===== src/ipx_pkg.sv =====
// Shared types, constants and helpers for the indexed pixel palette expander.
package ipx_pkg;

    localparam int PALETTE_ENTRIES = 256;
    localparam int MAX_WIDTH       = 2048;
    localparam int MAX_HEIGHT      = 2048;
    localparam int STRIDE_LIMIT    = 2048;

    localparam int PAL_AW    = (PALETTE_ENTRIES > 1) ? $clog2(PALETTE_ENTRIES) : 1;
    localparam int CFG_W     = 12;
    localparam int CFG_IDX_W = 2;
    localparam int CLAMP_W   = CFG_W + 1;
    localparam int CNT_W     = 12;
    localparam int BYTE_W    = $clog2(STRIDE_LIMIT);
    localparam int POS_W     = 11;
    localparam int PIXN_W    = 4;
    localparam int COLOUR_W  = 32;

    typedef enum logic [CFG_IDX_W-1:0] {
        REG_FORMAT = 2'd0,
        REG_WIDTH  = 2'd1,
        REG_HEIGHT = 2'd2,
        REG_STRIDE = 2'd3
    } t_cfg_reg;

    localparam logic [2:0] FMT_1BPP = 3'd0;
    localparam logic [2:0] FMT_2BPP = 3'd1;
    localparam logic [2:0] FMT_4BPP = 3'd2;
    localparam logic [2:0] FMT_8BPP = 3'd3;

    localparam logic MODE_PALETTE = 1'b0;
    localparam logic MODE_PIXEL   = 1'b1;

    localparam logic [7:0] MASK_2BPP = 8'h03;
    localparam logic [7:0] MASK_4BPP = 8'h0F;

    typedef struct packed {
        logic                mode;
        logic [7:0]          palette_index;
        logic [COLOUR_W-1:0] palette_colour;
        logic [7:0]          raw_byte;
        logic                frame_start;
    } t_in;

    typedef struct packed {
        logic [COLOUR_W-1:0] pixel_argb;
        logic [POS_W-1:0]    pixel_x;
        logic [POS_W-1:0]    pixel_y;
        logic                last_of_byte;
    } t_out;

    // One byte's worth of work handed to the unpacker
    typedef struct packed {
        logic [7:0]        raw_byte;
        logic [1:0]        fmt;
        logic [PIXN_W-1:0] count;
        logic [POS_W-1:0]  x;
        logic [POS_W-1:0]  y;
    } t_job;

    typedef struct packed {
        logic                en;
        logic [PAL_AW-1:0]   addr;
        logic [COLOUR_W-1:0] data;
    } t_pal_wr;

    function automatic logic [7:0] pix_mask(input logic [1:0] fmt);
        logic [7:0] m;
        unique case (fmt)
            2'd0:    m = 8'h01;
            2'd1:    m = MASK_2BPP;
            2'd2:    m = MASK_4BPP;
            default: m = 8'hFF;
        endcase
        return m;
    endfunction

    function automatic logic [PIXN_W-1:0] pix_per_byte(input logic [1:0] fmt);
        logic [PIXN_W-1:0] n;
        unique case (fmt)
            2'd0:    n = PIXN_W'(8);
            2'd1:    n = PIXN_W'(4);
            2'd2:    n = PIXN_W'(2);
            default: n = PIXN_W'(1);
        endcase
        return n;
    endfunction

    function automatic logic [7:0] pix_next(input logic [7:0] b, input logic [1:0] fmt);
        logic [7:0] r;
        unique case (fmt)
            2'd0:    r = b >> 1;
            2'd1:    r = b >> 2;
            2'd2:    r = b >> 4;
            default: r = 8'h00;
        endcase
        return r;
    endfunction

endpackage


===== src/ipx_unpack.sv =====
// Pixel unpacker: issues one palette read per pixel and registers the result transaction.
module ipx_unpack (
    input  logic                           i_clk,
    input  logic                           i_rst_n,
    input  logic                           i_load,
    input  ipx_pkg::t_job                  i_job,
    output logic                           o_free,
    input  ipx_pkg::t_pal_wr               i_pal_wr,
    output logic                           o_ram_we,
    output logic [ipx_pkg::PAL_AW-1:0]     o_ram_waddr,
    output logic [ipx_pkg::COLOUR_W-1:0]   o_ram_wdata,
    output logic                           o_ram_re,
    output logic [ipx_pkg::PAL_AW-1:0]     o_ram_raddr,
    input  logic [ipx_pkg::COLOUR_W-1:0]   i_ram_rdata,
    output logic                           o_out_valid,
    input  logic                           i_out_stall,
    output ipx_pkg::t_out                  o_out_data
);
    import ipx_pkg::*;

    logic [7:0]           r_byte;
    logic [1:0]           r_fmt;
    logic [PIXN_W-1:0]    r_cnt;
    logic [POS_W-1:0]     r_x;
    logic [POS_W-1:0]     r_y;

    logic [PALETTE_ENTRIES-1:0] r_pal_valid;

    logic                 r_s1_valid;
    logic [POS_W-1:0]     r_s1_x, r_s1_y;
    logic                 r_s1_last;
    logic                 r_s1_hit;

    logic                 r_o_valid;
    t_out                 r_out;

    logic                 w_s1_adv, w_s1_free, w_issue;
    logic [7:0]           w_idx;
    logic                 w_in_range;

    assign w_s1_adv   = !r_o_valid || !i_out_stall;
    assign w_s1_free  = !r_s1_valid || w_s1_adv;
    assign w_issue    = (r_cnt != '0) && w_s1_free;
    assign o_free     = (r_cnt == '0) || ((r_cnt == PIXN_W'(1)) && w_issue);
    assign w_idx      = r_byte & pix_mask(r_fmt);
    assign w_in_range = ({1'b0, w_idx} < 9'(PALETTE_ENTRIES));

    assign o_ram_we    = i_pal_wr.en;
    assign o_ram_waddr = i_pal_wr.addr;
    assign o_ram_wdata = i_pal_wr.data;
    assign o_ram_re    = w_issue;
    assign o_ram_raddr = w_idx[PAL_AW-1:0];

    // job register
    always_ff @(posedge i_clk) begin
        if (!i_rst_n) begin
            r_cnt <= '0;
        end else if (i_load) begin
            r_cnt <= i_job.count;
        end else if (w_issue) begin
            r_cnt <= r_cnt - PIXN_W'(1);
        end
    end

    always_ff @(posedge i_clk) begin
        if (i_load) begin
            r_byte <= i_job.raw_byte;
            r_fmt  <= i_job.fmt;
            r_x    <= i_job.x;
            r_y    <= i_job.y;
        end else if (w_issue) begin
            r_byte <= pix_next(r_byte, r_fmt);
            r_x    <= r_x + POS_W'(1);
        end
    end

    // entries never written read as zero
    always_ff @(posedge i_clk) begin
        if (!i_rst_n) begin
            r_pal_valid <= '0;
        end else if (i_pal_wr.en) begin
            r_pal_valid[i_pal_wr.addr] <= 1'b1;
        end
    end

    // read stage: RAM output is held while this stage waits
    always_ff @(posedge i_clk) begin
        if (!i_rst_n) begin
            r_s1_valid <= 1'b0;
        end else if (w_s1_free) begin
            r_s1_valid <= w_issue;
        end
    end

    always_ff @(posedge i_clk) begin
        if (w_issue) begin
            r_s1_x    <= r_x;
            r_s1_y    <= r_y;
            r_s1_last <= (r_cnt == PIXN_W'(1));
            r_s1_hit  <= w_in_range && r_pal_valid[w_idx[PAL_AW-1:0]];
        end
    end

    // output register
    always_ff @(posedge i_clk) begin
        if (!i_rst_n) begin
            r_o_valid <= 1'b0;
        end else if (w_s1_adv) begin
            r_o_valid <= r_s1_valid;
        end
    end

    always_ff @(posedge i_clk) begin
        if (w_s1_adv && r_s1_valid) begin
            r_out.pixel_argb   <= r_s1_hit ? i_ram_rdata : '0;
            r_out.pixel_x      <= r_s1_x;
            r_out.pixel_y      <= r_s1_y;
            r_out.last_of_byte <= r_s1_last;
        end
    end

    assign o_out_valid = r_o_valid;
    assign o_out_data  = r_out;

    a_load_when_free : assert property (@(posedge i_clk) disable iff (!i_rst_n)
        i_load |-> o_free)
        else $error("job loaded while unpacker busy");

    a_s1_hold : assert property (@(posedge i_clk) disable iff (!i_rst_n)
        r_s1_valid && !w_s1_adv |=> r_s1_valid && $stable(i_ram_rdata))
        else $error("palette read data lost while read stage stalled");

    a_last_tag : assert property (@(posedge i_clk) disable iff (!i_rst_n)
        w_issue && (r_cnt == PIXN_W'(1)) |=> r_s1_valid && r_s1_last)
        else $error("final pixel of byte not tagged");

    a_idle_stays : assert property (@(posedge i_clk) disable iff (!i_rst_n)
        (r_cnt == '0) && !i_load |=> (r_cnt == '0))
        else $error("unpacker started without a job");

endmodule


===== config.mk =====
export PLATFORM = sky130hd
export DESIGN_NAME = ipx_unpack
export DESIGN_NICKNAME = d
export VERILOG_FILES = /design/src/ipx_pkg.sv /design/src/ipx_unpack.sv
export SDC_FILE = /design/constraint.sdc
export NUM_CORES = 1
export LEC_CHECK = 0
export ABC_AREA = 0
export ABC_CLOCK_PERIOD_IN_PS = 5400
export BUFFER_PORTS_ARGS = -buffer_cell sky130_fd_sc_hd__buf_2
export CORE_MARGIN = 2
export CORE_UTILIZATION = 53
export CTS_BUF_LIST = sky130_fd_sc_hd__clkbuf_8
export DETAILED_ROUTE_END_ITERATION = 8
export GPL_ROUTABILITY_DRIVEN = 0
export GPL_TIMING_DRIVEN = 0
export MAX_ROUTING_LAYER = met4
export PLACE_DENSITY = 0.85
export SLEW_MARGIN = 0
export SYNTH_ARGS = -nofsm -noshare
export SYNTH_HDL_FRONTEND = slang
export SYNTH_SLANG_ARGS = --single-unit

===== constraint.sdc =====
create_clock -name i_clk -period 5.4 [get_ports i_clk]
set_input_delay 0.81 -clock i_clk [delete_from_list [all_inputs] [get_ports i_clk]]
set_output_delay 0.81 -clock i_clk [all_outputs]
set_load 0.05 [all_outputs]

-- Word-level counts from Yosys, hierarchy flattened
Index checks and enable logic that the tools add are counted.
- flip-flop bits (word level): 373
- latch bits: 0
- memory bits (writable): 0
- memory bits (read-only): 0
- input port bits: 113
- output and inout bits: 107
- word-level logic and storage cells: 52
- memories: 0
- $add $sub $neg: 2
- multipliers: 0
- divide/modulo/power cells: 0
- order comparisons: 3
- equal/unequal tests: 3
- shift operators: 0
- mux-type cells: 12
- bitwise operators: 2
- reduce and logical (&&, ||, !) cells: 14
- operators with widths (cell ; count):
    bitwise OR 256 bit ; 1
    case mux 8 bit (3 select lines) ; 1
    two-way mux 11 bit ; 2
    case mux 7 bit (3 select lines) ; 1
    < comparator 8 x 9 -> 1 bit (second input constant) ; 2
    two-way mux 8 bit ; 2
    adder 11 x 1 -> 11 bit (second input constant) ; 1
    AND 8 bit ; 1
    binary-select mux 1 bit (select 8 bit) ; 1
    demux 1 bit (select 8 bit) ; 1
    >= comparator 8 x 1 -> 1 bit (second input constant) ; 1
    two-way mux 4 bit ; 2
    == test 4 x 1 -> 1 bit (second input constant) ; 1
    logical AND 1 bit ; 4
    zero test 4 bit ; 1
    nonzero test 4 bit ; 1
    subtractor 4 x 1 -> 4 bit (second input constant) ; 1
    zero test 1 bit ; 3
    logical OR 1 bit ; 3
    == test 2 x 1 -> 1 bit (second input constant) ; 1
    == test 2 bit (second input constant) ; 1
    zero test 2 bit ; 1
    two-way mux 1 bit ; 2
    nonzero test 2 bit ; 1

-- Depth between registers and ports, before layout
- word-level depth: 6
- gate-level depth with buffers: 12
- gate-level depth less buffers: 8

-- Worst setup path after synthesis
No wires, ideal clock.
- path kind: input -> register
- start point: in i_out_stall
- end point: reg r_out (netlist bit o_out_data[0]), enable pin
- library setup time: 0.551 ns
- arrival: 4.834 ns
- required time: 4.849 ns
- setup slack: 0.014 ns
- stages on the path: 1
- path buffers: 0
- cell sequence: a21boi_0
- word-level cells in the longest chain between the ends: 3
- ends and longest elaborated chain (what ; RTL line ; text):
    start: declaration ; ipx_unpack.sv:16 ; input logic i_out_stall,
    zero test 1 bit ; ipx_unpack.sv:41 ; assign w_s1_adv = !r_o_valid || !i_out_stall;
    logical OR 1 bit ; ipx_unpack.sv:41 ;
    logical AND 1 bit ; ipx_unpack.sv:114 ; if (w_s1_adv && r_s1_valid) begin
    end: declaration ; ipx_unpack.sv:35 ; t_out r_out;
Every way passes these cells.
A chain may end at the register's enable or synchronous reset.

-- Worst setup path after layout
- start point: reg r_byte[2]
- end point: out o_ram_raddr[2] (netlist bit)
- word-level cells in the longest chain between the ends: 1
- ends and longest elaborated chain (what ; RTL line ; text):
    start: declaration ; ipx_unpack.sv:21 ; logic [7:0] r_byte;
    start signal: assignment ; ipx_unpack.sv:67 ; r_byte <= i_job.raw_byte;
    start signal: assignment ; ipx_unpack.sv:72 ; r_byte <= pix_next(r_byte, r_fmt);
    AND 8 bit ; ipx_unpack.sv:45 ; assign w_idx = r_byte & pix_mask(r_fmt);
    end: declaration ; ipx_unpack.sv:13 ; output logic [ipx_pkg::PAL_AW-1:0] o_ram_raddr,
Every way passes these cells.

==> results.sh <==
export IMPL_final_area_um2=17700
export IMPL_syn_inst=1561
export IMPL_max_cap_violations=0
export IMPL_wire_per_inst_um=21.3
export IMPL_ff2ff_path_depth=9
export IMPL_syn_to_final_growth_pct=17.4
export IMPL_ys_types=57
export IMPL_initialDrtViolationCount=2368
export IMPL_synth_nets=1677
export IMPL_die_w_um=173
export IMPL_post_place_cells=2127
export IMPL_cp_startpoint="r_byte[2]"
export IMPL_core_area_um2=27900
export IMPL_startpoint_type="flop"
export IMPL_grt_max_degree=33
export IMPL_peakVddDrop_v=0.000177
export IMPL_synthDominantCellAreaShare_pct=34.7
export IMPL_die_y_um=173
export IMPL_fin_crit_sh_pct=83.2
export IMPL_cts_buffer_depth=3
export IMPL_routed_wl_um=47600
export IMPL_drc_errors=57
export IMPL_synth_seq_area_share_pct=56.8
export IMPL_dpl_cell_area_um2=16600
export IMPL_endpoint="o_ram_raddr[2]"
export IMPL_synthesis_area_um2=15100
export IMPL_synth_most_common_cell="nor2_1"
export IMPL_grt_pass1_wl_um=71900
export IMPL_post_cts_buffers=0
export IMPL_nNetsFinal=1924
export IMPL_rrSetupSlack_ps=1250
export IMPL_initial_utilization_pct=54.1
export IMPL_yosys_area_top_type="dfxtp_1"
export IMPL_utilization_pct=63.5
export IMPL_setup_viol=0
export IMPL_cts_repair_resized=0
export IMPL_power_total_mw=6.63
export IMPL_cts_sinks=373
export IMPL_pre_cts_ws_ps=1680
export IMPL_required_ps=4590
export IMPL_grt_setup_unrepaired="no"
export IMPL_fin_crit_ps=4490
export IMPL_leakage_nw=6.83
export IMPL_worstMarginPinSlew_ps=1420
export IMPL_max_freq_mhz=222
export IMPL_async_flop_share_pct=0
export IMPL_stdcell_count=2235
export IMPL_slew_headroom_pct=4.49
export IMPL_grt_use_total_pct=32.0
export IMPL_worstReg2RegEnd="r_s1_hit"
export IMPL_vias_per_cell=5.99
export IMPL_worstPathArrival_ps=3680
export IMPL_fill_cells=2199
export IMPL_power_density_nw_per_um2=374
export IMPL_ys_flop_type="dfxtp_1"
export IMPL_dp_hpwl_um=32000
export IMPL_critPathMaxFanout=10
export IMPL_numCtsBuffers=57
export IMPL_syn_area_per_cell_um2=9.68
export IMPL_cts_tree="done"
export IMPL_r2r_start="r_byte[2]"
export IMPL_synth_area_top_cells="dfxtp_1, edfxtp_1, nor2_1"
export IMPL_holdWs_ps=363
export IMPL_rows=61
export IMPL_antenna_found_initial=1
export IMPL_fin_ws_ps=906
export IMPL_violations="DRC"
export IMPL_clk_transition_reported_paths_ps=70
export IMPL_ys_ff_latch=373
export IMPL_report_final_slew_viol_count=0
export IMPL_cts_root_buf="clkbuf_8"
export IMPL_hold_path_class="in -> reg"
export IMPL_status="finished, violations left"
export IMPL_hold_violations=0
export IMPL_cts_hold_buffers=0
export IMPL_drt_antenna_violating_nets=0
export IMPL_overflow=0
export IMPL_htree_levels=2
export IMPL_critPathKind="reg -> out"
export IMPL_io_buffers=186
export IMPL_dieArea_um2=29900
export IMPL_end_kind="primary output"
export IMPL_drive_above_1_share_pct=21.2
export IMPL_synth_top_cells_by_count="nor2_1, dfxtp_1, a21oi_1"
export IMPL_fin_setup_tns_ps=0
export IMPL_multi_input_area_um2=5820
export IMPL_dr_pass1_iters=9
export IMPL_vias=13379
export IMPL_insertion_delay_ps=620
export IMPL_skew_ps=26.5
export IMPL_yosysWarnings=0
export IMPL_grt_pass1_vias=12690
export IMPL_ios=220
export IMPL_register_area_um2=8580
export IMPL_synth_edf_count=111
-- cells in the final DEF (no fill, tap or decap), types with 8 or more instances in the layout --
cell / Yosys / final
clkinv_1: 2 / 10
buf_2: 12 / 198
nor2b_1: 8 / 8
edfxtp_1: 111 / 111
nand2_1: 78 / 78
dfxtp_1: 262 / 262
o21ai_0: 19 / 19
mux4_2: 45 / 45
clkbuf_8: 0 / 67
and2_1: 34 / 34
inv_1: 7 / 24
nor2_1: 521 / 521
buf_4: 45 / 45
clkinv_2: 0 / 10
mux2_2: 9 / 9
nor3_1: 19 / 18
mux2i_1: 18 / 18
a21oi_1: 146 / 146
a31oi_1: 22 / 22
clkbuf_1: 72 / 72
nand3_1: 32 / 32
-- registers in the layout, summed over array words and instances (netlist names), 2 cells and up --
signal       count
r_cnt            4
r_s1_x          11
r_byte           8
r_x             11
r_y             11
r_s1_y          11
o_out_data      55
r_fmt            2
r_pal_valid    256
-- area by class of cell --
type | count | share of cell area (%)
clock inverters | 40 | 1.20
diodes | 1 | 0.0141
flip-flops and latches | 373 | 48.4
inverters | 12 | 0.254
plain buffers | 134 | 4.00
well taps | 378 | 2.67
clock buffers | 67 | 5.20
repair buffers | 188 | 5.52
multi-input cells | 1042 | 32.8
-- where the power goes --
group | leakage [nW] | total (mW) | switching (mW) | internal, mW
sequential | 3.21 | 3.17 | 0.0827 | 3.09
clock | 0.645 | 2.31 | 1.13 | 1.18
combinational | 2.98 | 1.15 | 0.851 | 0.299
total | 6.83 | 6.63 | 2.06 | 4.57
-- critical path, cell delays in order, from the launching register on --
cell and delay (ps):
edfxtp_1 340, clkbuf_1 600, nand2_1 550, inv_2 430, buf_1 730, buf_2 400
-- logic make-up after synthesis --
logic type	share of synthesized area, %
simple gates	19.5
compound gates	9.26
buf+inv	4.99
mux	8.57
fa+ha+maj	0.248
flops	56.8
xor+xnor	0.696
-- worst min path at each step --
stage / start / to / slack (ps) / cells after the start
2_1_floorplan: r_s1_last / o_out_data[0] / 400 / 0
3_3_place_gp: r_s1_x[8] / o_out_data[20] / 400 / 0
3_5_place_dp: r_s1_x[7] / o_out_data[19] / 400 / 0
4_1_cts: i_job[6] / r_y[6] / 350 / 1
5_1_grt: i_job[6] / r_y[6] / 350 / 1
6_report: i_job[4] / r_y[4] / 360 / 1
-- routing by layer --
| metal | vias to the layer above | global-route usage, % | part of all wire, % |
|---|---|---|---|
| met2 | 1051 | 48.6 | 44 |
| met1 | 6231 | 37.4 | 35 |
| met5 | - | - | 0 |
| met3 | 286 | 9.92 | 14 |
| li1 | 5811 | - | - |
| met4 | 0 | 18.9 | 7.4 |
Note: power is estimated with default switching activity, not from simulation.
