File: config.mk
export PLATFORM = sky130hd
export DESIGN_NAME = ipx_ctrl
export DESIGN_NICKNAME = d
export VERILOG_FILES = /design/src/ipx_pkg.sv /design/src/ipx_ctrl.sv
export SDC_FILE = /design/constraint.sdc
export NUM_CORES = 1
export LEC_CHECK = 0
export BUFFER_PORTS_ARGS = -buffer_cell sky130_fd_sc_hd__buf_2
export CORE_MARGIN = 4
export CORE_UTILIZATION = 54
export CTS_CLUSTER_SIZE = 30
export DETAILED_ROUTE_END_ITERATION = 10
export HOLD_SLACK_MARGIN = 0.15
export PLACE_DENSITY_LB_ADDON = 0.15
export REMOVE_ABC_BUFFERS = 1
export SETUP_SLACK_MARGIN = 0.15
export SLEW_MARGIN = 20
export SYNTH_ARGS = -nofsm -noshare
export SYNTH_HDL_FRONTEND = slang
export SYNTH_SLANG_ARGS = --single-unit
File: constraint.sdc
create_clock -name i_clk -period 7 [get_ports i_clk]
set_input_delay 0.7 -clock i_clk [delete_from_list [all_inputs] [get_ports i_clk]]
set_output_delay 0.7 -clock i_clk [all_outputs]
set_load 0.02 [all_outputs]
File: src/ipx_pkg.sv
// Shared types, constants and helpers for the indexed pixel palette expander.
package ipx_pkg;

    localparam int PALETTE_ENTRIES = 256;
    localparam int MAX_WIDTH       = 2048;
    localparam int MAX_HEIGHT      = 2048;
    localparam int STRIDE_LIMIT    = 2048;

    localparam int PAL_AW    = (PALETTE_ENTRIES > 1) ? $clog2(PALETTE_ENTRIES) : 1;
    localparam int CFG_W     = 12;
    localparam int CFG_IDX_W = 2;
    localparam int CLAMP_W   = CFG_W + 1;
    localparam int CNT_W     = 12;
    localparam int BYTE_W    = $clog2(STRIDE_LIMIT);
    localparam int POS_W     = 11;
    localparam int PIXN_W    = 4;
    localparam int COLOUR_W  = 32;

    typedef enum logic [CFG_IDX_W-1:0] {
        REG_FORMAT = 2'd0,
        REG_WIDTH  = 2'd1,
        REG_HEIGHT = 2'd2,
        REG_STRIDE = 2'd3
    } t_cfg_reg;

    localparam logic [2:0] FMT_1BPP = 3'd0;
    localparam logic [2:0] FMT_2BPP = 3'd1;
    localparam logic [2:0] FMT_4BPP = 3'd2;
    localparam logic [2:0] FMT_8BPP = 3'd3;

    localparam logic MODE_PALETTE = 1'b0;
    localparam logic MODE_PIXEL   = 1'b1;

    localparam logic [7:0] MASK_2BPP = 8'h03;
    localparam logic [7:0] MASK_4BPP = 8'h0F;

    typedef struct packed {
        logic                mode;
        logic [7:0]          palette_index;
        logic [COLOUR_W-1:0] palette_colour;
        logic [7:0]          raw_byte;
        logic                frame_start;
    } t_in;

    typedef struct packed {
        logic [COLOUR_W-1:0] pixel_argb;
        logic [POS_W-1:0]    pixel_x;
        logic [POS_W-1:0]    pixel_y;
        logic                last_of_byte;
    } t_out;

    // One byte's worth of work handed to the unpacker
    typedef struct packed {
        logic [7:0]        raw_byte;
        logic [1:0]        fmt;
        logic [PIXN_W-1:0] count;
        logic [POS_W-1:0]  x;
        logic [POS_W-1:0]  y;
    } t_job;

    typedef struct packed {
        logic                en;
        logic [PAL_AW-1:0]   addr;
        logic [COLOUR_W-1:0] data;
    } t_pal_wr;

    function automatic logic [7:0] pix_mask(input logic [1:0] fmt);
        logic [7:0] m;
        unique case (fmt)
            2'd0:    m = 8'h01;
            2'd1:    m = MASK_2BPP;
            2'd2:    m = MASK_4BPP;
            default: m = 8'hFF;
        endcase
        return m;
    endfunction

    function automatic logic [PIXN_W-1:0] pix_per_byte(input logic [1:0] fmt);
        logic [PIXN_W-1:0] n;
        unique case (fmt)
            2'd0:    n = PIXN_W'(8);
            2'd1:    n = PIXN_W'(4);
            2'd2:    n = PIXN_W'(2);
            default: n = PIXN_W'(1);
        endcase
        return n;
    endfunction

    function automatic logic [7:0] pix_next(input logic [7:0] b, input logic [1:0] fmt);
        logic [7:0] r;
        unique case (fmt)
            2'd0:    r = b >> 1;
            2'd1:    r = b >> 2;
            2'd2:    r = b >> 4;
            default: r = 8'h00;
        endcase
        return r;
    endfunction

endpackage

File: src/ipx_ctrl.sv
// Configuration registers, row/column position tracking and transaction intake.
module ipx_ctrl (
    input  logic                        i_clk,
    input  logic                        i_rst_n,
    input  logic                        i_cfg_valid,
    output logic                        o_cfg_ready,
    input  logic [ipx_pkg::CFG_IDX_W-1:0] i_cfg_index,
    input  logic [ipx_pkg::CFG_W-1:0]   i_cfg_data,
    input  logic                        i_in_valid,
    output logic                        o_in_stall,
    input  ipx_pkg::t_in                i_in_data,
    input  logic                        i_free,
    output logic                        o_load,
    output ipx_pkg::t_job               o_job,
    output ipx_pkg::t_pal_wr            o_pal_wr
);
    import ipx_pkg::*;

    logic [2:0]        r_format;
    logic [CFG_W-1:0]  r_width;
    logic [CFG_W-1:0]  r_height;
    logic [CFG_W-1:0]  r_stride;

    logic [BYTE_W-1:0] r_byte_in_row, n_byte_in_row;
    logic [CNT_W-1:0]  r_pix_in_row,  n_pix_in_row;
    logic [CNT_W-1:0]  r_row,         n_row;

    logic               w_acc;
    logic [CLAMP_W-1:0] w_width, w_height, w_stride;
    logic [BYTE_W-1:0]  w_byte_c;
    logic [CNT_W-1:0]   w_pix_c, w_row_c;
    logic [CNT_W:0]     w_byte_inc;
    logic [CLAMP_W-1:0] w_room;
    logic [PIXN_W-1:0]  w_per_byte, w_count;
    logic               w_fmt_ok, w_active, w_is_pixel;

    assign o_cfg_ready = 1'b1;
    assign o_in_stall  = !i_free;
    assign w_acc       = i_in_valid && i_free;
    assign w_is_pixel  = (i_in_data.mode == MODE_PIXEL);

    always_ff @(posedge i_clk) begin
        if (!i_rst_n) begin
            r_format <= FMT_8BPP;
            r_width  <= CFG_W'(640);
            r_height <= CFG_W'(256);
            r_stride <= CFG_W'(640);
        end else if (i_cfg_valid) begin
            unique case (t_cfg_reg'(i_cfg_index))
                REG_FORMAT: r_format <= i_cfg_data[2:0];
                REG_WIDTH:  r_width  <= i_cfg_data;
                REG_HEIGHT: r_height <= i_cfg_data;
                REG_STRIDE: r_stride <= i_cfg_data;
                default:    r_format <= r_format;
            endcase
        end
    end

    always_comb begin
        w_width  = ({1'b0, r_width} > CLAMP_W'(MAX_WIDTH)) ? CLAMP_W'(MAX_WIDTH)
                                                          : {1'b0, r_width};
        w_height = ({1'b0, r_height} > CLAMP_W'(MAX_HEIGHT)) ? CLAMP_W'(MAX_HEIGHT)
                                                            : {1'b0, r_height};
        if ({1'b0, r_stride} > CLAMP_W'(STRIDE_LIMIT)) begin
            w_stride = CLAMP_W'(STRIDE_LIMIT);
        end else if (r_stride == '0) begin
            w_stride = CLAMP_W'(1);
        end else begin
            w_stride = {1'b0, r_stride};
        end

        // frame start clears the position before the transaction is handled
        w_byte_c = i_in_data.frame_start ? '0 : r_byte_in_row;
        w_pix_c  = i_in_data.frame_start ? '0 : r_pix_in_row;
        w_row_c  = i_in_data.frame_start ? '0 : r_row;

        w_fmt_ok   = (r_format <= FMT_8BPP);
        w_active   = ({1'b0, w_row_c} < w_height);
        w_per_byte = pix_per_byte(r_format[1:0]);
        w_room     = ({1'b0, w_pix_c} >= w_width) ? '0 : (w_width - {1'b0, w_pix_c});
        if (!w_fmt_ok || !w_active) begin
            w_count = '0;
        end else if (w_room >= CLAMP_W'(w_per_byte)) begin
            w_count = w_per_byte;
        end else begin
            w_count = w_room[PIXN_W-1:0];
        end

        w_byte_inc = (CNT_W + 1)'(w_byte_c) + (CNT_W + 1)'(1);

        n_byte_in_row = w_byte_c;
        n_pix_in_row  = w_pix_c;
        n_row         = w_row_c;
        if (w_is_pixel && w_active) begin
            if (w_byte_inc >= (CNT_W + 1)'(w_stride)) begin
                n_byte_in_row = '0;
                n_pix_in_row  = '0;
                n_row         = w_row_c + CNT_W'(1);
            end else begin
                n_byte_in_row = w_byte_inc[BYTE_W-1:0];
                n_pix_in_row  = w_pix_c + CNT_W'(w_count);
            end
        end
    end

    always_ff @(posedge i_clk) begin
        if (!i_rst_n) begin
            r_byte_in_row <= '0;
            r_pix_in_row  <= '0;
            r_row         <= '0;
        end else if (w_acc) begin
            r_byte_in_row <= n_byte_in_row;
            r_pix_in_row  <= n_pix_in_row;
            r_row         <= n_row;
        end
    end

    assign o_load         = w_acc && w_is_pixel && (w_count != '0);
    assign o_job.raw_byte = i_in_data.raw_byte;
    assign o_job.fmt      = r_format[1:0];
    assign o_job.count    = w_count;
    assign o_job.x        = w_pix_c[POS_W-1:0];
    assign o_job.y        = w_row_c[POS_W-1:0];

    assign o_pal_wr.en   = w_acc && !w_is_pixel
                         && ({1'b0, i_in_data.palette_index} < 9'(PALETTE_ENTRIES));
    assign o_pal_wr.addr = i_in_data.palette_index[PAL_AW-1:0];
    assign o_pal_wr.data = i_in_data.palette_colour;

endmodule

After elaboration in Yosys (flattened, before gate mapping)

Index checks and enable logic that the tools add are counted.

Logic and storage cells: 59
Bits of input ports: 69
Memories: 0
Flip-flop bits (word level): 74
Output and inout port bits: 80
Bits in latches: 0
Bits in read-only memories: 0
RAM bits: 0

Shift operators: 0
Mux-type cells: 17
Add/sub/neg operators: 4
Equality and inequality tests: 5
Bitwise operators: 0
Order comparisons: 8
Div/mod/pow operators: 0
Multipliers: 0
Reductions and logical operators: 18

Operator list:

| kind                  | number |
|---|---|
| $mux 12               | 10 |
| $gt 12x12->1 const B  | 3 |
| $mux 11               | 3 |
| $ge 12x13->1          | 1 |
| $ge 13x4->1           | 1 |
| $mux 13               | 1 |
| $sub 12x12->13        | 1 |
| $add 11x1->12 const B | 1 |
| $add 12x1->12 const B | 1 |
| $add 12x4->12         | 1 |
| $ge 12x12->1          | 1 |
| $logic_not 12->1      | 1 |
| $lt 12x12->1          | 1 |
| $pmux 4 s3            | 1 |
| $mux 4                | 2 |
| $reduce_and 2->1      | 4 |
| $eq 2x2->1 const B    | 3 |
| $logic_and 1x1->1     | 5 |
| $eq 2x1->1 const B    | 2 |
| $logic_not 1->1       | 4 |
| $logic_not 2->1       | 2 |
| $reduce_bool 4->1     | 1 |
| $le 3x2->1 const B    | 1 |
| $logic_or 1x1->1      | 1 |

Depth between registers and ports, before layout

Gate-level depths: netlist (run 1).

Depth in word-level cells: 10
Gate-level depth with buffers: 30
Depth with buffers taken out: 27

Least setup slack after synthesis (run 1)

No wires, ideal clock.

Path type: input to register
From: input i_in_data[0] (netlist bit)
To: register r_pix_in_row[10]
Setup slack: 0.221 ns
Setup time: 0.114 ns
Path buffers: 3
Data required time: 6.886 ns
Stages on the path: 28
Arrival: 6.665 ns
Cells stage by stage: buf_6 -> clkbuf_1 -> clkbuf_1 -> nor2b_1 -> ha_1 -> nor2b_1 -> o21bai_1 -> a31oi_1 -> o221ai_1 -> a211o_1 -> ha_1 -> nand2b_1 -> a21o_1 -> a21o_1 -> a221o_1 -> a2111oi_0 -> nor4b_4 -> nor2_1 -> or2_0 -> a21oi_1 -> ha_1 -> fa_1 -> a21o_1 -> a21oi_1 -> nor3_1 -> nand4_1 -> a32o_1 -> a21o_1

RTL lines:

| item                 | line            | source |
|---|---|---|
| start, declared      | ipx_ctrl.sv:11  | `input ipx_pkg::t_in i_in_data,` |
| end signal, assigned | ipx_ctrl.sv:113 | `r_pix_in_row <= n_pix_in_row;` |
| end, declared        | ipx_ctrl.sv:25  | `logic [CNT_W-1:0] r_pix_in_row, n_pix_in_row;` |

Worst setup path after layout (run 1)

From: input i_in_data[0] (netlist bit)
To: register r_pix_in_row[7]

Longest elaborated chain between the ends: 9
Elaborated cells between the ends (all ways): 18
Classes of those cells: 3 x add/sub; 4 x order compare; 8 x mux; 3 x reduce/logical

Ends and longest elaborated chain:

| item                                                  | line            | source |
|---|---|---|
| $mux 12                                               | ipx_ctrl.sv:74  | `w_pix_c = i_in_data.frame_start ? '0 : r_pix_in_row;` |
| $sub 12x12->13 / $ge 12x12->1 (equally long branches) | ipx_ctrl.sv:80  | `w_room = ({1'b0, w_pix_c} >= w_width) ? '0 : (w_width - {1'b0, w_pix_c});` |
| $mux 13                                               | ipx_ctrl.sv:80  |  |
| $ge 13x4->1                                           | ipx_ctrl.sv:83  | `end else if (w_room >= CLAMP_W'(w_per_byte)) begin` |
| $mux 4                                                | ipx_ctrl.sv:83  |  |
| $mux 4                                                | ipx_ctrl.sv:81  | `if (!w_fmt_ok \|\| !w_active) begin` |
| $add 12x4->12                                         | ipx_ctrl.sv:101 | `n_pix_in_row = w_pix_c + CNT_W'(w_count);` |
| $mux 12                                               | ipx_ctrl.sv:95  | `if (w_byte_inc >= (CNT_W + 1)'(w_stride)) begin` |
| $mux 12 *                                             | ipx_ctrl.sv:94  | `if (w_is_pixel && w_active) begin` |

Every way passes the cells marked *; elsewhere a longest branch is shown, timed or not.
A chain may end at the register's enable or synchronous reset.

==> metrics.md, run 1 <==
| Metric | Value |
|---|---|
| Run status | `complete, no violations` |
| GRT Residual Overflow | `0` |
| Largest net degree at the start of global routing | `between 50 and 60` |
| Minimum clock period | `6.240 ns` |
| Mux share of post-synthesis cell area | `0.01986` |
| Mean area per synthesized cell | `7.418 µm²` |
| First-pass GRT wire length | `26640 µm` |
| Worst R2R Setup Slack | `0.93 ns` |
| Sequential area share after synthesis | `0.2642` |
| Share of the clock period used by the worst path | `0.8915` |
| Comb pwr share | `0.176` |
| Antenna-violating nets left | `0` |
| Deepest clock path buffer count | `2` |
| Ys Warns | `0` |
| Fraction of the mapped netlist area in adder cells | `0.1075` |
| Clock slew at reported path FFs | `0.08 ns` |
| Xor/xnor share of the synthesized area | `0.02343` |
| RR Startpoint | `r_width[11]` |
| Max VDD drop | `0.1216 mV` |
| DIE HEIGHT | `109.9 µm` |
| RD Place Congestion | `0.8988` |
| WHS Path Cells | `2` |
| Seq pwr share | `0.459` |
| IO Port Bufs | `51` |
| Worst Slack Setup Final | `0.7596 ns` |
| Synth-to-Final Area Change | `2.655%` |
| Pleak | `2.515 nW` |
| Crit Path Class | `in2reg` |
| Layout cell share with drive strength beyond 1 | `0.1159` |
| Post-synth top area cell | `dfxtp_1` |
| Setup_tns | `0 ns` |
| Core area | `9955 µm²` |
| EDFF count, synth | `0` |
| Ant diodes | `0` |
| Pre-Repair DR Iteration Count | `5` |
| # IOs | `149` |
| Drc violations | `0` |
| Final hold vios | `0` |
| Arrival time worst endpoint | `6.49 ns` |
| Async SR Flop Fraction | `0` |
| Hold_sp | `r_width[10]` |
| Peak Freq | `160.2 MHz` |
| WL/cell | `around 20 µm` |
| Reg2Reg Depth | `27` |
| Initial antenna violation count | `0` |
| Syn Std Cell Area | `5608 µm²` |
| Largest family of logic cells by synthesized area | `simple AND/OR/NAND/NOR gates` |
| Commonest cells in the netlist | `133 x nand2_1, 74 x dfxtp_1, 60 x a21oi_1` |
| Hold-fix buffer count after cts | `0` |
| # setup viols final | `0` |
| Net Switching | `0.0002763 W` |
| Vias in the first global route | `4957` |
| Ys flop type | `dfxtp_1` |
| Die footprint | `12080 µm²` |
| Number of placement rows | `36` |
| CTS tree | `built` |
| Clk network pwr share | `0.365` |
| Switching Fraction | `0.2904` |
| Clock Sinks | `74` |
| Synth top area share | `0.2642` |
| Total track usage | `0.2906` |
| Post-layout nets | `about 850` |
| Startpoint Class | `input port` |
| Pwr dens | `around 170 nW/µm²` |
| RSZ-0062 raised after global routing | `no` |
| Clock Tree Root | `clkbuf_8` |
| Largest cells by area after synthesis | `dfxtp_1 26%, ha_1 10%, nand2_1 8.9%` |
| Slew Limit Fails | `0` |
| Max H-tree Level | `3` |
| Relative slew slack | `0.4966` |
| CP endpoint kind | `flop` |
| Number of max-cap violations | `0` |
| Num CTS Buffers | `9` |
| Cell Int Power | `0.0006752 W` |
| Initial Utilization | `0.5633` |
| Hold/Removal Path Class | `reg2reg` |
| Worst Tran Pin Value | `around 0.75 ns` |
| Synth Instances | `756` |
| Yosys reg bits | `74` |
| Post-Route WL | `17410 µm` |
| Die width | `between 100 and 150 µm` |
| Worst flop-to-flop path endpoint | `r_pix_in_row[7]` |
| DR iter-0 viols | `around 450` |
| Hold worst-path end | `r_width[10]` |
| Vias | `5315` |
| Layout Skew | `0.01069 ns` |
| Most common cell in the synthesized netlist | `nand2_1` |
| Distinct cell type count after synthesis | `64` |
| Post-synthesis simple-gate area fraction | `0.2992` |
| Pre-CTS setup slack | `0.1980 ns` |
| DP HPWL | `13280 µm` |
| Worst-Skew Late Latency | `0.36 ns` |
| Worst Path Required | `between 7 and 8 ns` |
| Via/cell ratio | `6.074` |
| Compound-Gate Fraction of Synth Area | `0.1727` |
| Worst-path fanout max | `14` |
power groups by stage:
stage	Clock (W)	Sequential, W	Combinational [W]
3_3_place_gp	0	0.000446	0.000159
6_report	0.000347	0.000437	0.000167
5_1_grt	0.000366	0.000438	0.000185
4_1_cts	0.000352	0.000437	0.000164
2_1_floorplan	0	0.000445	0.000109
3_5_place_dp	0	0.000447	0.000163
stage by stage:
stage | utilization | cell area, µm² | total power (W) | hold slack (ns) | cells
floorplan | - | 5071 | 0.0005538 | 0.4307 | 668
global placement | 0.5556 | 5530 | 0.0006049 | 0.4404 | 857
detailed placement | 0.5556 | 5530 | 0.0006095 | 0.4443 | 857
CTS | 0.5762 | 5736 | 0.0009521 | 0.4552 | 873
global route | 0.5783 | 5757 | 0.0009887 | 0.4760 | 875
finish | 0.5783 | 5757 | 0.0009516 | 0.4527 | 875
final cells by class:
type | count | area [µm²]
clock buffers | 12 | 155.1
clock inverters | 4 | 50.05
fillers | 963 | 4198
inverters | 25 | 93.84
multi-input cells | 569 | 3501
flip-flops and latches | 74 | 1483
well taps | 133 | 166.4
repair buffers | 58 | 307.8
layout by cell type, fill, tap and decap left out, types with 3 or more instances in the layout:
cell type | netlist | layout
a211o_1 | 5 | 5
a21o_1 | 16 | 16
a21oi_1 | 60 | 60
a22oi_1 | 14 | 14
a32o_1 | 4 | 4
and2_1 | 5 | 5
and3_1 | 10 | 10
buf_2 | 0 | 51
buf_4 | 51 | 7
clkbuf_8 | 0 | 11
dfxtp_1 | 74 | 73
ha_1 | 45 | 45
inv_1 | 25 | 25
mux2i_1 | 10 | 10
nand2_1 | 133 | 133
nand2b_1 | 17 | 17
nand3_1 | 25 | 25
nand4_1 | 11 | 11
nor2_1 | 59 | 59
nor2b_1 | 34 | 34
nor3_1 | 11 | 10
nor3b_1 | 5 | 5
nor4_1 | 12 | 12
o21a_1 | 4 | 4
o21ai_0 | 18 | 18
o22ai_1 | 3 | 3
o31ai_1 | 4 | 4
or2_2 | 3 | 3
or3_1 | 7 | 7
xnor2_1 | 6 | 6
xor2_1 | 9 | 9
layer usage:
layer	global-route usage	routed length [µm]	vias to the layer above	share of wire
li1	-	-	2531	-
met1	0.3738	7556	2510	0.43
met2	0.4281	7548	235	0.43
met3	0.1262	1817	35	0.10
met4	0.09528	384	4	0.022
met5	0.07589	97	-	0.0056
worst max-delay path: stages:
cell       delay [ns]
buf_2            0.18
nand2b_1         0.19
ha_1             0.37
nand2_1          0.08
o21bai_1         0.18
a31oi_1          0.24
o221ai_1         0.17
a211o_1          0.32
ha_1             0.28
nand2b_1         0.14
a21o_1           0.17
a21o_1           0.18
a221o_1          0.33
a2111oi_0        0.33
nor4b_4          0.38
nor2_1           0.11
or2_0            0.21
a21oi_1          0.20
ha_1             0.22
a21o_1           0.12
a21oi_1          0.09
nor2b_1          0.12
nor2_1           0.07
nor2_1           0.18
nand3_1          0.12
or3_1            0.35
a32o_1           0.27
a21o_1           0.17
logic make-up (layout without fill, tap and decap cells):
family | Yosys count | after routing
other | 1 | 1
muxes | 11 | 11
AOI/OAI and AO/OA | 151 | 151
buffers and inverters | 113 | 99
adders and majority gates | 47 | 47
xor gates and xnor gates | 15 | 15
and+or+nand+nor | 344 | 344
DFF | 74 | 74
state kept, by name, summed over array words and instances (netlist names):
register and cells:
r_byte_in_row 11, r_format 3, r_height 12, r_pix_in_row 12, r_row 12, r_stride 12, r_width 12
how the worst max path moves through the flow:
stage	from	endpoint	slack, ns	depth (start not counted)
CTS	r_width[11]	r_pix_in_row[10]	0.57	25
global placement	i_in_data[0]	r_pix_in_row[10]	0.53	26
global route	i_in_data[0]	r_pix_in_row[7]	0.13	27
floorplan	i_in_data[0]	r_pix_in_row[10]	0.69	24
finish	i_in_data[0]	r_pix_in_row[7]	0.76	28
detailed placement	i_in_data[0]	r_pix_in_row[10]	0.20	26
repair_timing:
action | CTS | global route
hold endpoints to repair | 0 | 0
setup endpoints to repair | 0 | 5
buffers inserted | 0 | 2
gates resized for setup | 0 | 2
(Power assumes the default switching activity.)
==> run 2, diff against run 1 <==
--- a/config.mk
+++ b/config.mk
@@ -10,8 +10,9 @@
 export CORE_UTILIZATION = 54
 export CTS_CLUSTER_SIZE = 30
 export DETAILED_ROUTE_END_ITERATION = 10
+export GPL_TIMING_DRIVEN = 0
 export HOLD_SLACK_MARGIN = 0.15
-export PLACE_DENSITY_LB_ADDON = 0.15
+export PLACE_DENSITY = 0.83
 export REMOVE_ABC_BUFFERS = 1
 export SETUP_SLACK_MARGIN = 0.15
 export SLEW_MARGIN = 20
==> run 2 against run 1 <==
Via count up 0.85%. Core utilization up 0.25 points. First-iteration DRC count up 10%. Fmax down 3.6%. Count of clock-buffer cells in the layout down 2. Register-to-register slack worse by 0.24 ns. Die area unchanged. Global-route usage down 1.1 points. Clock power up 17%. Critical path type unchanged.
==> metrics.md, run 2 (synthesis results as in run 1) <==
| Metric | Value |
|---|---|
| Placed insts | `854 (-0.35%)` |
| Max H-tree Level | `3 (unchanged)` |
| Most used cell, CP | `a21o_1` |
| Vias | `5360 (+0.85%)` |
| Die footprint | `12080 µm² (unchanged)` |
| Hold-fix buffer count after cts | `0 (unchanged)` |
| Die width | `109.9 µm (unchanged)` |
| # setup viols final | `0 (unchanged)` |
| Total track usage | `0.2799 (-0.01067)` |
| Largest net degree at the start of global routing | `47 (-20%)` |
| Hold_sp | `r_width[10]` |
| Worst-path fanout max | `46 (+32)` |
| Arrival time worst endpoint | `6.73 ns (+0.24 ns)` |
| Post-layout nets | `849 (-0.47%)` |
| Fillcell total | `896 (-7.0%)` |
| Synth-to-Final Area Change | `3.101%` |
| Ant diodes | `0 (unchanged)` |
| DIE HEIGHT | `109.9 µm (unchanged)` |
| Area of the multi-input gates | `3506 µm² (+0.14%)` |
| Vias in the first global route | `5000 (+0.87%)` |
| Fin util | `0.5808 (+0.002514)` |
| Startpoint Class | `input port` |
| Worst Path Required | `7.25 ns (about the same)` |
| Pleak | `2.515 nW (unchanged)` |
| Minimum hold slack | `0.4536 ns (+0.0009470 ns)` |
| Relative slew slack | `0.2860 (-0.2106)` |
| Layout cell share with drive strength beyond 1 | `0.1125 (-0.003437)` |
| Deepest clock path buffer count | `2 (unchanged)` |
| Initial antenna violation count | `0 (unchanged)` |
| Antenna-violating nets left | `0 (unchanged)` |
| Critical path's slowest cell | `ha_1` |
| Minimum clock period | `6.474 ns (+0.2332 ns)` |
| CP max stage delay | `0.47 ns (+0.09 ns)` |
| Peak Freq | `154.5 MHz (-3.6%)` |
| GRT Residual Overflow | `0 (unchanged)` |
| First-pass GRT wire length | `25900 µm (-2.8%)` |
| Core area | `9955 µm² (unchanged)` |
| CTS tree | `built` |
| Drc violations | `0 (unchanged)` |
| Num CTS Buffers | `9 (unchanged)` |
| Finished Layout Cells | `871 (-0.46%)` |
| Max VDD drop | `0.1267 mV (+4.2%)` |
| Crit Path Class | `in2reg` |
| RD Place Congestion | `0.8937 (-0.57%)` |
| RR Startpoint | `r_width[11]` |
| Worst Slack Setup Final | `0.5263 ns (-0.2332 ns)` |
| Via/cell ratio | `6.154 (+1.3%)` |
| # IOs | `149 (unchanged)` |
| Commonest non-fill, non-tap cell in the layout | `nand2_1` |
| Layout Skew | `0.01374 ns (+0.003050 ns)` |
| Clock Sinks | `74 (unchanged)` |
| Final hold vios | `0 (unchanged)` |
| Share of the clock period used by the worst path | `0.9248 (+0.03332)` |
| Worst Tran Pin Value | `1.064 ns (+0.3106 ns)` |
| Clock slew at reported path FFs | `0.08 ns (about the same)` |
| Clock Tree Root | `clkbuf_8` |
| Post-Route WL | `16910 µm (-2.9%)` |
| Reg area | `1481 µm² (about the same)` |
| Pwr dens | `174.4 nW/µm² (+5.5%)` |
| RSZ-0062 raised after global routing | `no` |
| Pre-CTS setup slack | `-0.2887 ns (-0.4866 ns)` |
| CP Launch Point | `i_in_data[0]` |
| IO Port Bufs | `51 (unchanged)` |
| Number of placement rows | `36 (unchanged)` |
| Pre-Repair DR Iteration Count | `7 (+2)` |
| DR iter-0 viols | `498 (+10%)` |
| CP endpoint kind | `flop` |
| WL/cell | `19.41 µm (-2.4%)` |
| Initial Utilization | `0.5633 (unchanged)` |
| Total power draw | `0.001008 W (+6.0%)` |
| Slew Limit Fails | `0 (unchanged)` |
| Run status | `complete, no violations` |
| Number of max-cap violations | `0 (unchanged)` |
| Hold/Removal Path Class | `reg2reg` |
| DP HPWL | `12880 µm (-3.0%)` |
| Most frequent cells in the layout | `133 x nand2_1, 74 x dfxtp_1, 60 x a21oi_1` |
| Worst-Skew Late Latency | `0.36 ns (about the same)` |
[run 2: cell type report]
class | count | share of cell area
well taps | 133 | 0.02878
flip-flops and latches | 74 | 0.2562
multi-input cells | 569 | 0.6064
clock buffers | 10 | 0.02207
repair buffers | 54 | 0.05064
clock inverters | 6 | 0.01969
inverters | 25 | 0.01623
[run 2: critical path: cells and delay by family]
| family | cells | cell delay, ns |
|---|---|---|
| AO/OA/AOI/OAI | 13 | 2.79 |
| adder cells (fa/ha/maj) | 3 | 0.96 |
| buffers and inverters | 1 | 0.26 |
| AND/OR/NAND/NOR | 10 | 1.98 |
[run 2: routing by layer]
metal	global-route usage	vias up	share of wire
met1	0.3678	2516	0.42
met2	0.4168	285	0.44
met3	0.1174	38	0.12
met5	0.07589	-	0.0066
met4	0.06946	4	0.020
li1	-	2517	-
[run 2: worst paths after layout]
kind / end / slack [ns] / cells past startpoint
worst max-delay path: r_pix_in_row[7] / 0.53 / 27
worst min-delay path: r_width[10] / 0.45 / 2
worst max register to register: r_pix_in_row[7] / 0.69 / 26
worst min register to register: r_width[10] / 0.45 / 2
[run 2: metrics by stage]
step / setup TNS, ns / area (µm²)
2_1_floorplan: 0 / 5071
3_3_place_gp: -0.5072 / 5493
3_5_place_dp: -0.8183 / 5520
4_1_cts: 0 / 5764
5_1_grt: 0 / 5782
6_report: 0 / 5782
[run 2: power by group]
| part | total (W) | internal, W | leakage, nW | switching [W] |
|---|---|---|---|---|
| Combinational | 0.000165 | 0.0000612 | 1.80 | 0.000104 |
| Sequential | 0.000437 | 0.000430 | 0.600 | 0.00000717 |
| Clock | 0.000406 | 0.000238 | 0.113 | 0.000168 |
[run 2: timing repair]
item / 4_1_cts / 5_1_grt
setup buffers: 0 / 1
endpoints found under the setup margin: 2 / 5
pin swaps: 0 / 0
resized for setup: 1 / 2
